[src/hdl/mdiom_pkg.sv]
// Shared types and constants for the MDIO management frame master.
package mdiom_pkg;

    localparam int DATA_BITS    = 16;
    localparam int FRAME_BITS   = 32;
    localparam int PRE_W        = 6;
    localparam int POS_W        = 7;
    localparam int ADDR_W       = 5;

    localparam logic [PRE_W-1:0] MAX_PREAMBLE   = 6'd32;
    localparam logic [PRE_W-1:0] PREAMBLE_RESET = 6'd32;

    localparam logic [1:0] HDR_START = 2'b01;
    localparam logic [1:0] OP_READ   = 2'b10;
    localparam logic [1:0] OP_WRITE  = 2'b01;
    localparam logic [1:0] TA_WRITE  = 2'b10;

    // First turnaround slot and first data slot of a frame, counted after the preamble
    localparam logic [4:0] Q_TURN = 5'd14;
    localparam logic [4:0] Q_DATA = 5'd16;
    localparam logic [4:0] Q_LAST = 5'd31;

    localparam int          PADDR_W      = 3;
    localparam logic [0:0]  REG_PREAMBLE = 1'b0;

    typedef enum logic [1:0] {
        CMD_TICK  = 2'd0,
        CMD_READ  = 2'd1,
        CMD_WRITE = 2'd2
    } command_t;

    typedef enum logic [1:0] {
        ST_OK      = 2'd0,
        ST_REFUSED = 2'd1,
        ST_IDLE    = 2'd2
    } status_t;

    typedef struct packed {
        logic [1:0]           command;
        logic [ADDR_W-1:0]    phy_address;
        logic [ADDR_W-1:0]    register_address;
        logic [DATA_BITS-1:0] write_data;
        logic                 mdio_in;
    } req_t;

    typedef struct packed {
        logic                 mdio_out;
        logic                 mdio_drive;
        logic                 bit_slot;
        logic                 done_res;
        logic [DATA_BITS-1:0] read_data;
        logic                 busy_res;
        status_t              status;
    } res_t;

endpackage

[src/hdl/mdio_management_frame_master.sv]
// Top level of the Clause 22 MDIO management frame master.
// An accepted request is held in the input register; when the result register is free or
// being taken, its result is loaded there, and the master side takes it from there.
// Throughput: one request per cycle while the master side does not hold m_tready low.
// Reset: rst_n clears the frame state, both stage valids and read data, and sets
// the preamble length register to 32.
module mdio_management_frame_master
    import mdiom_pkg::*;
(
    input  logic               clk,
    input  logic               rst_n,
    input  logic               s_tvalid,
    output logic               s_tready,
    input  logic [31:0]        s_tdata,  // phy_address, register_address, write_data, mdio_in
    input  logic [1:0]         s_tuser,  // command
    output logic               m_tvalid,
    input  logic               m_tready,
    output logic [23:0]        m_tdata,  // mdio_out, mdio_drive, bit_slot, read_data, busy_res
    output logic [1:0]         m_tuser,  // status
    output logic               m_tlast,
    input  logic               psel,
    input  logic               penable,
    input  logic               pwrite,
    input  logic [PADDR_W-1:0] paddr,
    input  logic [31:0]        pwdata,
    output logic [31:0]        prdata,
    output logic               pready
);

    logic [PRE_W-1:0] preamble_reg;
    logic             cfg_write;

    req_t req_in;
    req_t req;
    res_t res_comb;
    res_t res;
    logic in_valid;
    logic out_valid;
    logic fire;
    logic accept;

    assign pready    = 1'b1;
    assign cfg_write = psel && penable && pwrite && (paddr[PADDR_W-1] == REG_PREAMBLE);
    assign prdata    = (paddr[PADDR_W-1] == REG_PREAMBLE) ? {26'd0, preamble_reg} : 32'd0;

    always_ff @(posedge clk or negedge rst_n)
    begin
        if (!rst_n)
        begin
            preamble_reg <= PREAMBLE_RESET;
        end
        else if (cfg_write)
        begin
            preamble_reg <= pwdata[PRE_W-1:0];
        end
    end

    assign req_in.command          = s_tuser;
    assign req_in.phy_address      = s_tdata[4:0];
    assign req_in.register_address = s_tdata[9:5];
    assign req_in.write_data       = s_tdata[25:10];
    assign req_in.mdio_in          = s_tdata[26];

    assign fire     = in_valid && (!out_valid || m_tready);
    assign s_tready = !in_valid || fire;
    assign accept   = s_tvalid && s_tready;

    mdiom_in_stage u_in_stage (
        .clk    (clk),
        .rst_n  (rst_n),
        .load   (accept),
        .take   (fire),
        .req_in (req_in),
        .valid  (in_valid),
        .req    (req)
    );

    mdiom_frame_engine u_frame_engine (
        .clk           (clk),
        .rst_n         (rst_n),
        .fire          (fire),
        .req           (req),
        .preamble_bits (preamble_reg),
        .res           (res_comb)
    );

    mdiom_out_stage u_out_stage (
        .clk    (clk),
        .rst_n  (rst_n),
        .load   (fire),
        .res_in (res_comb),
        .taken  (m_tready),
        .valid  (out_valid),
        .res    (res)
    );

    assign m_tvalid = out_valid;
    assign m_tdata  = {4'd0, res.busy_res, res.read_data, res.bit_slot,
                       res.mdio_drive, res.mdio_out};
    assign m_tuser  = res.status;
    assign m_tlast  = res.done_res;

endmodule

[src/hdl/mdiom_in_stage.sv]
// Input register holding one accepted request.
module mdiom_in_stage
    import mdiom_pkg::*;
(
    input  logic clk,
    input  logic rst_n,
    input  logic load,
    input  logic take,
    input  req_t req_in,
    output logic valid,
    output req_t req
);

    logic valid_reg;
    logic valid_next;
    req_t req_reg;

    always_comb
    begin
        valid_next = valid_reg;
        if (load)
        begin
            valid_next = 1'b1;
        end
        else if (take)
        begin
            valid_next = 1'b0;
        end
    end

    always_ff @(posedge clk or negedge rst_n)
    begin
        if (!rst_n)
        begin
            valid_reg <= 1'b0;
        end
        else
        begin
            valid_reg <= valid_next;
        end
    end

    always_ff @(posedge clk)
    begin
        if (load)
        begin
            req_reg <= req_in;
        end
    end

    assign valid = valid_reg;
    assign req   = req_reg;

endmodule

[src/hdl/mdiom_frame_engine.sv]
// Frame state and per-request bit logic of the MDIO master.
module mdiom_frame_engine
    import mdiom_pkg::*;
(
    input  logic             clk,
    input  logic             rst_n,
    input  logic             fire,
    input  req_t             req,
    input  logic [PRE_W-1:0] preamble_bits,
    output res_t             res
);

    logic                  busy_reg, busy_next;
    logic                  is_read_reg, is_read_next;
    logic [POS_W-1:0]      pos_reg, pos_next;
    logic [FRAME_BITS-1:0] shift_reg, shift_next;
    logic [DATA_BITS-1:0]  capture_reg, capture_next;

    logic [PRE_W-1:0] pre;
    logic [POS_W-1:0] q_full;
    logic [4:0]       q;
    logic             is_start;

    always_comb
    begin
        pre      = (preamble_bits > MAX_PREAMBLE) ? MAX_PREAMBLE : preamble_bits;
        q_full   = pos_reg - {1'b0, pre};
        q        = (q_full >= POS_W'(Q_LAST)) ? Q_LAST : q_full[4:0];
        is_start = (req.command == CMD_READ) || (req.command == CMD_WRITE);

        busy_next    = busy_reg;
        is_read_next = is_read_reg;
        pos_next     = pos_reg;
        shift_next   = shift_reg;
        capture_next = capture_reg;

        res.mdio_out   = 1'b0;
        res.mdio_drive = 1'b0;
        res.bit_slot   = 1'b0;
        res.done_res   = 1'b0;
        res.status     = ST_OK;

        if (is_start)
        begin
            if (busy_reg)
            begin
                res.status = ST_REFUSED;
            end
            else
            begin
                shift_next = {HDR_START,
                              (req.command == CMD_READ) ? OP_READ : OP_WRITE,
                              req.phy_address, req.register_address, 18'd0};
                if (req.command == CMD_WRITE)
                begin
                    shift_next[17:0] = {TA_WRITE, req.write_data};
                end
                is_read_next = (req.command == CMD_READ);
                pos_next     = '0;
                busy_next    = 1'b1;
            end
        end
        else if (!busy_reg)
        begin
            res.status = ST_IDLE;
        end
        else
        begin
            res.bit_slot = 1'b1;
            if (pos_reg < {1'b0, pre})
            begin
                res.mdio_out   = 1'b1;
                res.mdio_drive = 1'b1;
            end
            else
            begin
                res.done_res = (q_full >= POS_W'(Q_LAST));
                if (is_read_reg && (q >= Q_TURN))
                begin
                    if (q >= Q_DATA)
                    begin
                        capture_next = {capture_reg[DATA_BITS-2:0], req.mdio_in};
                    end
                end
                else
                begin
                    res.mdio_drive = 1'b1;
                    res.mdio_out   = shift_reg[Q_LAST - q];
                end
            end
            if (res.done_res)
            begin
                busy_next = 1'b0;
                pos_next  = '0;
            end
            else
            begin
                pos_next = pos_reg + POS_W'(1);
            end
        end

        res.read_data = capture_next;
        res.busy_res  = busy_next;
    end

    always_ff @(posedge clk or negedge rst_n)
    begin
        if (!rst_n)
        begin
            busy_reg    <= 1'b0;
            is_read_reg <= 1'b0;
            pos_reg     <= '0;
            shift_reg   <= '0;
            capture_reg <= '0;
        end
        else if (fire)
        begin
            busy_reg    <= busy_next;
            is_read_reg <= is_read_next;
            pos_reg     <= pos_next;
            shift_reg   <= shift_next;
            capture_reg <= capture_next;
        end
    end

    a_done_is_slot: assert property (@(posedge clk) disable iff (!rst_n)
        (fire && res.done_res) |-> res.bit_slot)
        else $error("frame end without a bit period");

    a_released_low: assert property (@(posedge clk) disable iff (!rst_n)
        (fire && !res.mdio_drive) |-> !res.mdio_out)
        else $error("released line driven high");

    a_done_frees: assert property (@(posedge clk) disable iff (!rst_n)
        (fire && res.done_res) |=> !busy_reg)
        else $error("master still busy after frame end");

    a_refuse_busy: assert property (@(posedge clk) disable iff (!rst_n)
        (fire && res.status == ST_REFUSED) |-> busy_reg)
        else $error("start refused while idle");

    a_start_arms: assert property (@(posedge clk) disable iff (!rst_n)
        (fire && is_start && !busy_reg) |=> (busy_reg && pos_reg == '0))
        else $error("accepted start did not arm a frame");

endmodule

[src/hdl/mdiom_out_stage.sv]
// Result register on the master-side stream.
module mdiom_out_stage
    import mdiom_pkg::*;
(
    input  logic clk,
    input  logic rst_n,
    input  logic load,
    input  res_t res_in,
    input  logic taken,
    output logic valid,
    output res_t res
);

    logic valid_reg;
    logic valid_next;
    res_t res_reg;

    always_comb
    begin
        valid_next = valid_reg;
        if (load)
        begin
            valid_next = 1'b1;
        end
        else if (taken)
        begin
            valid_next = 1'b0;
        end
    end

    always_ff @(posedge clk or negedge rst_n)
    begin
        if (!rst_n)
        begin
            valid_reg <= 1'b0;
        end
        else
        begin
            valid_reg <= valid_next;
        end
    end

    always_ff @(posedge clk)
    begin
        if (load)
        begin
            res_reg <= res_in;
        end
    end

    assign valid = valid_reg;
    assign res   = res_reg;

endmodule

[config.mk]
export PLATFORM = sky130hd
export DESIGN_NAME = mdio_management_frame_master
export DESIGN_NICKNAME = d
export VERILOG_FILES = /design/src/hdl/mdiom_pkg.sv /design/src/hdl/mdio_management_frame_master.sv /design/src/hdl/mdiom_in_stage.sv /design/src/hdl/mdiom_frame_engine.sv /design/src/hdl/mdiom_out_stage.sv
export SDC_FILE = /design/constraint.sdc
export NUM_CORES = 1
export LEC_CHECK = 0
export BUFFER_PORTS_ARGS = -buffer_cell sky130_fd_sc_hd__buf_2
export CORE_ASPECT_RATIO = 2
export CORE_MARGIN = 2
export CORE_UTILIZATION = 37
export CTS_BUF_LIST = sky130_fd_sc_hd__clkbuf_2
export DETAILED_ROUTE_END_ITERATION = 16
export PLACE_DENSITY = 0.58
export SLEW_MARGIN = 20
export SYNTH_ARGS = -nofsm -noshare
export SYNTH_HDL_FRONTEND = slang
export SYNTH_SLANG_ARGS = --single-unit
[constraint.sdc]
create_clock -name clk -period 8.15 [get_ports clk]
set_input_delay 1.63 -clock clk [delete_from_list [all_inputs] [get_ports clk]]
set_output_delay 1.63 -clock clk [all_outputs]
set_load 0.02 [all_outputs]
### Yosys cells after proc, flatten, opt, wreduce, memory -nomap -nowiden

Index checks and enable logic that the tools add are counted.

* flip-flop bits (word level): 116
* input port bits: 76
* output and inout bits: 62

* add/subtract/negate cells: 3
* order comparisons: 6
* equality and inequality tests: 3
* muxes and demuxes: 32
* bitwise operators: 2
* reduce and logical (&&, ||, !) cells: 17

Operators with widths (count)
* $mux W16: 5
* $mux W7: 4
* $mux W18: 1
* $mux W1: 12
* $mux W2: 6
* $mux W6: 2
* $add A7 B1 Y7 const B: 1
* $ge A7 B5 Y1 const B: 1
* $lt A7 B6 Y1: 1
* $sub A7 B6 Y7: 1
* $gt A6 B6 Y1 const B: 1
* $logic_and A1 B1 Y1: 6
* $lt A5 B6 Y1 const B: 1
* $reduce_and A3 Y1: 2
* $reduce_bool A2 Y1: 3
* $bmux W1 S5: 1
* $ge A5 B4 Y1 const B: 1
* $ge A5 B5 Y1 const B: 1
* $mux W5: 1
* $sub A5 B5 Y5 const A: 1
* $logic_or A1 B1 Y1: 3
* $eq A2 B1 Y1 const B: 1
* $eq A2 B2 Y1 const B: 1
* $logic_not A1 Y1: 2
* other kinds (3): 4

### Depth between registers and ports, before layout

Gate-level depths: netlist (run 1).

* depth after elaboration: 11
* depth in mapped cells: 13

### Cells and area by module

From an unflattened synthesis (run 1), not the netlist that was laid out.

* cells, all modules: 408
* area, all modules: 5326.4 sq um

By module, submodules not included
* mdiom_frame_engine: times used 1, cells each 294, area an instance 3131.8 sq um, seq. area each 1351.3 sq um
* mdiom_in_stage: times used 1, cells each 32, area an instance 907.1 sq um, seq. area each 895.9 sq um
* mdiom_out_stage: times used 1, cells each 26, area an instance 726.9 sq um, seq. area each 715.7 sq um
* mdio_management_frame_master: times used 1, cells each 56, area an instance 560.5 sq um, seq. area each 151.4 sq um

### Least setup slack after synthesis (run 1)

Ideal clock, no wire load.

* path kind: input-to-output
* start point: input port paddr[2]
* end point: output port prdata[0]
* arrival: 1.934 ns
* setup slack: 4.586 ns
* stages on the path: 1
* buffers on the path: 0
* cell sequence: nor2b_1

* longest elaborated chain between the ends: 1

RTL lines
* start: declaration: RTL line mdio_management_frame_master.sv:24 `input logic [PADDR_W-1:0] paddr,`
* $mux W6: RTL line mdio_management_frame_master.sv:44 `assign prdata = (paddr[PADDR_W-1] == REG_PREAMBLE) ? {26'd0, preamble_reg} : 32'd0;`
* end: declaration: RTL line mdio_management_frame_master.sv:26 `output logic [31:0] prdata,`

Every way passes these cells.

### Worst setup path in the final report (run 1)

* start point: register preamble_reg[5]
* end point: register u_frame_engine.capture_reg[5]

* longest elaborated chain between the ends: 11

RTL lines
* start: declaration: RTL line mdio_management_frame_master.sv:30 `logic [PRE_W-1:0] preamble_reg;`
* start signal: assignment: RTL line mdio_management_frame_master.sv:54 `preamble_reg <= pwdata[PRE_W-1:0];`
* $gt A6 B6 Y1: RTL line mdiom_frame_engine.sv:26 `pre = (preamble_bits > MAX_PREAMBLE) ? MAX_PREAMBLE : preamble_bits;`
* $mux W6 (*): RTL line mdiom_frame_engine.sv:26
* $sub A7 B6 Y7: RTL line mdiom_frame_engine.sv:27 `q_full = pos_reg - {1'b0, pre};`
* $ge A7 B5 Y1: RTL line mdiom_frame_engine.sv:28 `q = (q_full >= POS_W'(Q_LAST)) ? Q_LAST : q_full[4:0];`
* $mux W5: RTL line mdiom_frame_engine.sv:28
* $ge A5 B5 Y1 / $ge A5 B4 Y1 (equally long branches): RTL line mdiom_frame_engine.sv:80, mdiom_frame_engine.sv:78
* $mux W16 / $logic_and A1 B1 Y1 (equally long branches): RTL line mdiom_frame_engine.sv:80, mdiom_frame_engine.sv:78
* $mux W16: RTL line mdiom_frame_engine.sv:78 `if (is_read_reg && (q >= Q_TURN))`
* $mux W16 (*): RTL line mdiom_frame_engine.sv:70 `if (pos_reg < {1'b0, pre})`
* $mux W16 (*): RTL line mdiom_frame_engine.sv:63 `else if (!busy_reg)`
* $mux W16 (*): RTL line mdiom_frame_engine.sv:43 `if (is_start)`
* end signal: assignment: RTL line mdiom_frame_engine.sv:122 `capture_reg <= capture_next;`
* end: declaration: RTL line mdiom_frame_engine.sv:17 `logic [DATA_BITS-1:0] capture_reg, capture_next;`

Mark *: on every way between the ends. The rest lies on a longest branch, timed or not.
A chain may end at the register's enable or synchronous reset.

==> impl_results.md, run 1 <==
- Status: completed
- CTS clk-pin slew, worst paths: 0.19 ns
- Pleak: roughly 2.8 nW
- Crit path arrival time: 4.46 ns
- TritonRoute pass-1 iters: 5
- CTS Buf Count: 17
- Die area: around 16000 um^2
- CP endpoint: u_frame_engine.capture_reg[5]$_DFFE_PN0P_
- Share of layout cells above drive strength 1: 0.307
- Clk Latency, worst-skew pair: 0.65 ns
- Warnings, synthesis: 0
- RR Startpoint: preamble_reg[5]$_DFFE_PN1P_
- Kind of critical path: register to register
- Final Cycle Share: 0.481
- DRT iter0 DRCs: 96
- Max Slew Vio Count: 0
- Avg Inst Size Synth: 12.1 um^2
- Number of max-cap violations: 0
- Post-synth ARST share: 0.544
- P_sw: 629 uW
- Core Util, Final: 0.426
- Sw Share: 0.360
- Number of remaining DRC errors: 0
- Post-Place Cells: 691
- Grt ovf: 0
- VDD IR max: 124 uV
- Worst path depth: 10
- Global-route wire length before repair: between 15000 and 20000 um
- CTS Sinks: 114
- Per-cell routed wire length: 12.8 um
- Hold Path Class: register to register
- Worst-Margin Slew: 0.956 ns
- Critical-path cell list: inv_1, nand2_1, inv_1, fa_1, nand2b_4, a21oi_4, xor2_1, o2111ai_4, nand2b_1, mux2_1
- Cts repair resizes: 0
- Largest buffer count on any clock path: 2
- Register-to-register setup slack: 4.23 ns
- Post-synth top area share: 0.290
- Netlist cell types: 55
- Core Region: 14300 um^2
- Setup violators final: 0
- Hold Vio Cnt, Final: 0
- Worst setup EP type: register
- Worst hold margin: 0.463 ns
- Worst slew margin: 0.363
- CTS tree: yes
- Most frequent cell after synthesis: nand2_1
- Worst R2R End: u_frame_engine.capture_reg[5]$_DFFE_PN0P_
- Critical path buffer and inverter count: 2
- Largest net degree at the start of global routing: 63
- Post-CTS Setup Bufs: 0
- Critical path fanouts, max: 17
- Vias in the first global route: 3339
- CTS root buffer: clkbuf_2
- Die X: 89.3 um
- Detail Route Antenna Nets: 0
- GRT Util Overall: 0.131
- I/O pin total: approximately 140
- Routed vias: about 3300
- Sequential group share of total power: 0.443
- FP Rows: slightly above 60
- Die Y: 175 um
- Initial antenna violation count: 1
- CP max stage delay: between 0.7 and 0.8 ns
- Final min period: 3.92 ns
- Synth cell count leaders: 88 x nand2_1, 61 x dfrtp_1, 52 x edfxtp_1, 32 x buf_4, 27 x mux2_2
- CP startpoint kind: register
- Main synth FF type: dfrtp_1
- Non-Filler Instances: 724
- Largest area contributor in the netlist: edfxtp_1
- P&R area growth vs syn: 13.0%
- Critical path's top delay family: simple AND/OR/NAND/NOR gates
- Post-DP HPWL: 6710 um
- CP max stage cell: nand2b_1
- Synth area leaders: edfxtp_1 29%, dfrtp_1 28%, nand2_1 6.1%, mux2_2 5.7%, buf_4 4.5%
- Logic pwr share: 0.314
- DRT Wirelength: 9300 um
- Cell Pwr Density: 288 nW/um^2
- Clock share of power: 0.243
- Internal power: 1.12 mW
- Maximum clock frequency: between 200 and 300 MHz
- Post-synth EDFFs: 52
- RSZ-0062 raised after global routing: false
- Final GP Congestion: about 0.73
- Max FFs per register: 30
- Sequential share of the synthesized area: 0.579
- Final Skew: 0.0336 ns
- Final net count: 605
- H-tree Lvls: 4
- FF+latch count, synth: approximately 110
- Mapped Cells: 443
- Critical Path Most Common Cell: inv_1
- Reg2reg path depth: 10
- Vias per inst: roughly 4.6
- Setup tns final: 0 ns
- Netlist Area Pre-Place: 5380 um^2
- IO buf count: 73
- Starting Density: 0.377
- CP Launch Point: preamble_reg[5]$_DFFE_PN1P_
- Hold Buf Count CTS: 0
- Crit path required time: about 8.7 ns
## worst min-delay path, cell delays in order, from the launching register on
cell	delay [ns]
edfxtp_1	0.36
nand2_1	0.05
nand2_1	0.04
## through the flow
stage,setup WS [ns],power [mW],instance area [um^2]
2_1_floorplan,4.59,1.22,5490
3_3_place_gp,3.98,1.33,5790
3_5_place_dp,3.94,1.35,5790
4_1_cts,4.16,1.78,6070
5_1_grt,3.88,1.87,6080
6_report,4.23,1.75,6080
## routing by layer
metal,up-vias,wire (um),part of all wire,GRT usage
li1,1638,-,-,-
met1,1608,3350,0.36,0.139
met2,75,5470,0.59,0.235
met3,13,322,0.035,0.0328
met4,0,156,0.017,0.0578
met5,-,0,0,0
## power groups by stage
stage / sequential [mW] / clock [mW] / combinational [mW]
global route: 0.790 / 0.468 / 0.616
CTS: 0.777 / 0.441 / 0.559
detailed placement: 0.789 / 0 / 0.557
global placement: 0.785 / 0 / 0.544
floorplan: 0.792 / 0 / 0.427
finish: 0.775 / 0.425 / 0.549
## how the worst min path moves through the flow
stage / startpoint / end / slack, ns / cells past startpoint
after floorplan: u_in_stage.req[17]$_DFFE_PP_ / u_frame_engine.shift_reg[18]$_DFFE_PN0P_ / 0.41 / 2
after global placement: u_in_stage.req[26]$_DFFE_PP_ / u_frame_engine.shift_reg[27]$_DFFE_PN0P_ / 0.43 / 2
after detailed placement: u_in_stage.req[18]$_DFFE_PP_ / u_frame_engine.shift_reg[19]$_DFFE_PN0P_ / 0.43 / 2
after CTS: u_in_stage.req[26]$_DFFE_PP_ / u_frame_engine.shift_reg[27]$_DFFE_PN0P_ / 0.47 / 2
after global routing: u_in_stage.req[18]$_DFFE_PP_ / u_frame_engine.shift_reg[19]$_DFFE_PN0P_ / 0.49 / 2
final: u_in_stage.req[26]$_DFFE_PP_ / u_frame_engine.shift_reg[27]$_DFFE_PN0P_ / 0.46 / 2
## cells in the final DEF (no fill, tap or decap), types with 3 or more instances in the layout
cell type and instances:
inv_8 3, o22ai_1 5, xor2_1 3, a31oi_1 3, o21ai_0 11, edfxtp_1 52, or3_1 3, ha_1 10
nand2_1 88, nor2_1 12, dfrtp_1 61, nor2b_1 9, inv_1 14, clkinv_4 4, mux2i_1 6, a21oi_1 4
conb_1 31, clkbuf_2 17, inv_6 3, buf_4 3, mux2_4 10, mux4_2 5, nand2b_1 8, buf_2 73
mux2_2 27, nand3_1 21, bufinv_16 3
## kinds of logic (layout without fill, tap and decap cells)
logic type | Yosys count | count (layout) | synth area share
compound gates | 43 | 43 | 0.0623
other cells | 2 | 32 | 0.00140
flops | 114 | 114 | 0.579
simple gates | 156 | 156 | 0.133
fa+ha+maj | 11 | 11 | 0.0270
buf+inv | 63 | 122 | 0.0709
xor+xnor | 5 | 5 | 0.00814
mux | 49 | 49 | 0.119
## area by class of cell
type                       instances  area [um^2]
timing repair buffer              76          388
inverter                          14         52.6
sequential                       114         3110
fill                            1394         8200
clock inverter                    15          198
tap                              192          240
clock buffer                      17         85.1
multi-input combinational        295         2000
antenna                            1         2.50
No activity file was read; power rests on OpenSTA's default activity.
==> run 2: changes to the inputs <==
- PLACE_DENSITY: 0.58 -> 0.6
- clock period: 8.15 -> 3.5 ns (I/O delays scaled with it)
==> run 2 against run 1 <==
Net effect: register-to-register slack worse by 3.9 ns; final cell count is 0.83% higher; combinational power increased by 140%; setup slack worse by 3.9 ns; sequential cell count stayed put; critical endpoint is now u_out_stage.res[22]$_SDFFCE_PP0P_; largest power group unchanged.
==> impl_results.md, run 2 (same netlist as run 1, synthesis figures left out) <==
- Setup tns final: 0 ns
- Post-Place Cells: just under 700
- Status: completed
- GRT Util Overall: 0.133
- Min-Delay Endpoint: u_in_stage.req[17]$_DFFE_PP_
- DRT Wirelength: 9570 um
- Critical path buffer and inverter count: 3
- Cts repair resizes: 0
- Crit path required time: about 3.9 ns
- I/O pin total: approximately 140
- Hold Path Class: input port to register
- Hold Vio Cnt, Final: 0
- Core Region: roughly 14000 um^2
- Die Y: roughly 170 um
- Worst-Margin Slew: 0.888 ns
- Setup violators final: 0
- Reg2reg path depth: 10
- Placement Cell Area: 5830 um^2
- Core Util, Final: 0.424
- Clk Latency, worst-skew pair: 0.68 ns
- RSZ-0062 raised after global routing: false
- CTS tree: yes
- Fillers: 1413
- Share of layout cells above drive strength 1: 0.313
- Final min period: 3.16 ns
- Max Slew Vio Count: 0
- Design Power: 3.90 mW
- Vias in the first global route: 3432
- Grt ovf: 0
- H-tree Lvls: 4
- RR Startpoint: preamble_reg[5]$_DFFE_PN1P_
- CTS clk-pin slew, worst paths: 0.20 ns
- Most frequent cells in the layout: 88 x nand2_1, 73 x buf_2, 61 x dfrtp_1
- Pleak: 2.80 nW
- Worst slew margin: 0.408
- DRT iter0 DRCs: between 100 and 150
- Detail Route Antenna Nets: 0
- Final Cycle Share: 0.904
- Worst R2R End: u_out_stage.res[22]$_SDFFCE_PP0P_
- CTS Buf Count: 17
- CP max stage cell: dfstp_2
- Largest net degree at the start of global routing: 45
- Largest buffer count on any clock path: 2
- Critical path fanouts, max: 9
- Final net count: 611
- Wire length on met2: 5490 um
- Per-cell routed wire length: 13.1 um
- Kind of critical path: register to register
- Hold_sp: s_tdata[5]
- CP max stage delay: 0.57 ns
- Crit path arrival time: 3.60 ns
- CTS root buffer: clkbuf_2
- Die X: 89.3 um
- Register-to-register setup slack: 0.34 ns
- Routed vias: 3374
- Die area: roughly 16000 um^2
- Critical-path cell list: inv_1, nand2_1, inv_1, fa_1, xnor2_1, buf_4, mux4_2, mux4_2, nor3_1, a311oi_1
- Maximum clock frequency: about 320 MHz
- Final GP Congestion: between 0.7 and 0.8
- Worst setup EP type: register
- CTS Sinks: 114
- Critical path's top delay family: multiplexers
- FP Rows: 62
- Max FFs per register: 30
- IO buf count: 73
- CP startpoint kind: register
- Number of remaining DRC errors: 0
- Vias per inst: 4.62
- Met3 WL post-DR: 402 um
- Global-route wire length before repair: between 15000 and 20000 um
- Number of max-cap violations: 0
- Starting Density: 0.377
- Post-DP HPWL: 6970 um
- Post-CTS Setup Bufs: 0
- Hold Path Stages: 1
- Layout Cell Area excl Fill: 6050 um^2
- TritonRoute pass-1 iters: 6
- Initial antenna violation count: 1
- Max Used Layer: met4
- Final Skew: 0.0464 ns
- Met1 Wirelength: ~3500 um
- Non-Filler Instances: 730
- Commonest non-fill, non-tap cell in the layout: nand2_1
- Cell Pwr Density: 644 nW/um^2
- P&R area growth vs syn: 12.5%
- VDD IR max: 282 uV
run 2: cell types whose count changed in the layout (fill, tap and decap cells not counted), sizes merged:
cell / before / now
buf: 76 / 81
bufinv: 3 / 0
clkinvlp: 1 / 3
dlygate4sd3: 0 / 1
inv: 20 / 21
run 2: area by class of cell:
cell class | instances | area, um^2 | share of cell area
repair buffers | 82 | 435 | 0.0719
diodes | 1 | 2.50 | 0.000413
clock buffers | 17 | 85.1 | 0.0141
well taps | 192 | 240 | 0.0397
inverters | 14 | 52.6 | 0.00868
clock inverters | 15 | 125 | 0.0207
flip-flops and latches | 114 | 3110 | 0.515
multi-input cells | 295 | 2000 | 0.330
run 2: how the worst max path moves through the flow:
stage	from	endpoint	slack [ns]	cells after the start
2_1_floorplan	preamble_reg[5]$_DFFE_PN1P_	u_out_stage.res[22]$_SDFFCE_PP0P_	0.27	8
3_3_place_gp	preamble_reg[5]$_DFFE_PN1P_	u_out_stage.res[22]$_SDFFCE_PP0P_	0.36	10
3_5_place_dp	preamble_reg[5]$_DFFE_PN1P_	u_out_stage.res[22]$_SDFFCE_PP0P_	0.29	10
4_1_cts	preamble_reg[5]$_DFFE_PN1P_	u_out_stage.res[22]$_SDFFCE_PP0P_	0.31	10
5_1_grt	preamble_reg[5]$_DFFE_PN1P_	u_frame_engine.pos_reg[6]$_DFFE_PN0P_	0.04	11
6_report	preamble_reg[5]$_DFFE_PN1P_	u_out_stage.res[22]$_SDFFCE_PP0P_	0.34	10
run 2: repair_timing:
action / 4_1_cts / 5_1_grt
hold buffers: 1 / 0
setup endpoints to repair: 0 / 0
hold endpoints to repair: 18 / 0
run 2: where the power goes:
group	leakage [nW]	internal, mW	total (mW)	switching [mW]
Combinational	1.37	0.551	1.31	0.761
Clock	0.126	0.205	0.775	0.570
Sequential	1.31	1.66	1.81	0.148
Total	2.80	2.42	3.90	1.48
run 2: per-stage QoR:
step	worst slack (ns)	hold WS, ns
floorplan	0.270	0.404
global placement	0.355	0.425
detailed placement	0.294	0.427
CTS	0.309	0.111
global route	0.0433	0.0920
finish	0.336	0.202
run 2: worst register-to-register path: stages, from the launching register on:
cell      delay, ns
dfstp_2        0.57
inv_1          0.12
nand2_1        0.11
inv_1          0.06
fa_1           0.46
xnor2_1        0.20
buf_4          0.21
mux4_2         0.52
mux4_2         0.48
nor3_1         0.15
a311oi_1       0.07
run 2: per-layer routing:
layer  GRT usage  vias up
met5           0        -
met4      0.0560        0
met3      0.0394       14
met2       0.242       87
met1       0.133     1618
li1            -     1655
==> run 3: changes to the inputs <==
- HOLD_SLACK_MARGIN: not set -> 0.03
- RECOVER_POWER: not set -> 25
- SETUP_SLACK_MARGIN: not set -> 0.02
==> run 3 against run 2 <==
Net effect: the flow now finishes with violations (capacitance limit, slew limit); combinational power hardly changed; final area is 0.10% lower; sequential share of layout area is 0.053 points higher.
==> impl_results.md, run 3 (same netlist as run 1, synthesis figures left out) <==
- Status: finished with violations
- Failing checks: capacitance limit, slew limit
- TritonRoute pass-1 iters: 6
- Final Skew: between 0.04 and 0.05 ns
- Layout Cell Area excl Fill: 6050 um^2
- CTS Sinks: ~110
- Post-CTS Setup Bufs: 0
- Fillers: about 1400
- CTS Buf Count: 17
- GRT Util Overall: 0.133
- I/O pin total: 138
- Share of layout cells above drive strength 1: 0.307
- Post-Place Cells: 696
- Cell Pwr Density: 644 nW/um^2
- Vias in the first global route: 3432
- Global-route wire length before repair: ~16000 um
- Cts repair resizes: 0
- DRT iter0 DRCs: 121
- DRT Wirelength: around 9600 um
- H-tree Lvls: 4
- Hold_sp: s_tdata[5]
- Max Slew Vio Count: 30
- IO buf count: 73
- Worst setup EP type: register
- Hold Vio Cnt, Final: 0
- Worst-Margin Slew: roughly 1.5 ns
- Initial antenna violation count: 1
- RR Startpoint: preamble_reg[5]$_DFFE_PN1P_
- Critical path fanouts, max: 9
- Per-cell routed wire length: 13.1 um
- CTS clk-pin slew, worst paths: 0.20 ns
- Detail Route Antenna Nets: 0
- Worst slew margin: -0.0213
- CTS tree: yes
- CP startpoint kind: register
- Starting Density: 0.377
- Placement Cell Area: ~6000 um^2
- Design Power: about 3.9 mW
- RSZ-0062 raised after global routing: false
- Die area: 15600 um^2
- Routed vias: 3375
- Grt ovf: 0
- CP Launch Point: preamble_reg[5]$_DFFE_PN1P_
- Final GP Congestion: roughly 0.7
- Final Cycle Share: 0.904
- Final min period: 3.16 ns
- Clk Latency, worst-skew pair: 0.68 ns
- Final net count: around 600
- Vias per inst: 4.62
- VDD IR max: 282 uV
- FP Rows: 62
- Die X: 89.3 um
- Die Y: 175 um
- P&R area growth vs syn: 12.4%
- Maximum clock frequency: 316 MHz
- Hold Path Class: input port to register
- CTS root buffer: clkbuf_2
- Largest net degree at the start of global routing: 45
- Pleak: 2.79 nW
- Post-DP HPWL: 6970 um
- Setup tns final: 0 ns
- Non-Filler Instances: between 700 and 800
- Worst hold margin: 0.203 ns
- Setup violators final: 0
- Crit path required time: 3.93 ns
- Kind of critical path: register to register
- Core Region: about 14000 um^2
- Commonest non-fill, non-tap cell in the layout: nand2_1
- Max FFs per register: 30
- Largest buffer count on any clock path: 2
- Most frequent cells in the layout: 88 x nand2_1, 71 x buf_2, 61 x dfrtp_1
- Number of max-cap violations: 1
- Crit path arrival time: between 3 and 4 ns
- Number of remaining DRC errors: 0
run 3: changes by cell type in the layout (fill, tap and decap cells not counted):
cell      before  now
and2_0         0    1
buf_2         73   71
buf_4          8    7
clkbuf_1       0    3
and2_1         2    1
run 3: layout make-up:
| class | count | area (um^2) | share of cell area |
|---|---|---|---|
| Antenna cell | 1 | 2.50 | 0.000414 |
| Clock buffer | 17 | 85.1 | 0.0141 |
| Clock inverter | 15 | 125 | 0.0207 |
| Inverter | 14 | 52.6 | 0.00869 |
| Multi-Input combinational cell | 295 | 2000 | 0.330 |
| Sequential cell | 114 | 3110 | 0.515 |
| Tap cell | 192 | 240 | 0.0397 |
| Timing Repair Buffer | 82 | 429 | 0.0710 |
run 3: worst max-delay path, stage by stage, from the launching register on:
cell and delay, ns:
dfstp_2 0.57, inv_1 0.12, nand2_1 0.11, inv_1 0.06, fa_1 0.46, xnor2_1 0.20, buf_4 0.21, mux4_2 0.52
mux4_2 0.48, nor3_1 0.15, a311oi_1 0.07
run 3: final timing paths:
kind / end / slack (ns) / cells after the start
min reg2reg: u_frame_engine.shift_reg[19]$_DFFE_PN0P_ / 0.46 / 2
max reg2reg: u_out_stage.res[22]$_SDFFCE_PP0P_ / 0.34 / 10
max: u_out_stage.res[22]$_SDFFCE_PP0P_ / 0.34 / 10
min in group asynchronous: u_frame_engine.capture_reg[15]$_DFFE_PN0P_ / 0.67 / 2
max in group asynchronous: preamble_reg[5]$_DFFE_PN1P_ / 1.64 / 3
min: u_in_stage.req[17]$_DFFE_PP_ / 0.20 / 1
run 3: through the flow:
| stage | util | worst slack (ns) |
|---|---|---|
| after global routing | 0.424 | 0.0433 |
| final | 0.424 | 0.336 |
| after CTS | 0.424 | 0.309 |
| after global placement | 0.408 | 0.355 |
| after floorplan | - | 0.270 |
| after detailed placement | 0.408 | 0.294 |
run 3: power breakdown:
group	internal, mW	switching, mW	total (mW)	leakage (nW)
clock	0.205	0.570	0.775	0.126
sequential	1.66	0.148	1.81	1.31
combinational	0.550	0.761	1.31	1.36
total	2.42	1.48	3.89	2.79
run 3: timing repair:
| item | 4_1_cts | 5_1_grt |
|---|---|---|
| hold endpoints to repair | 18 | 0 |
| hold buffers | 1 | 0 |
| setup endpoints to repair | 0 | 0 |
run 3: routing by layer:
layer  share of wire  vias to the layer above  track usage  wire length [um]
li1                -                     1655            -                 -
met1            0.37                     1619        0.133              3510
met3           0.042                       14       0.0394               402
met4           0.018                        0       0.0560               168
met2            0.57                       87        0.242              5490
met5               0                        -            0                 0
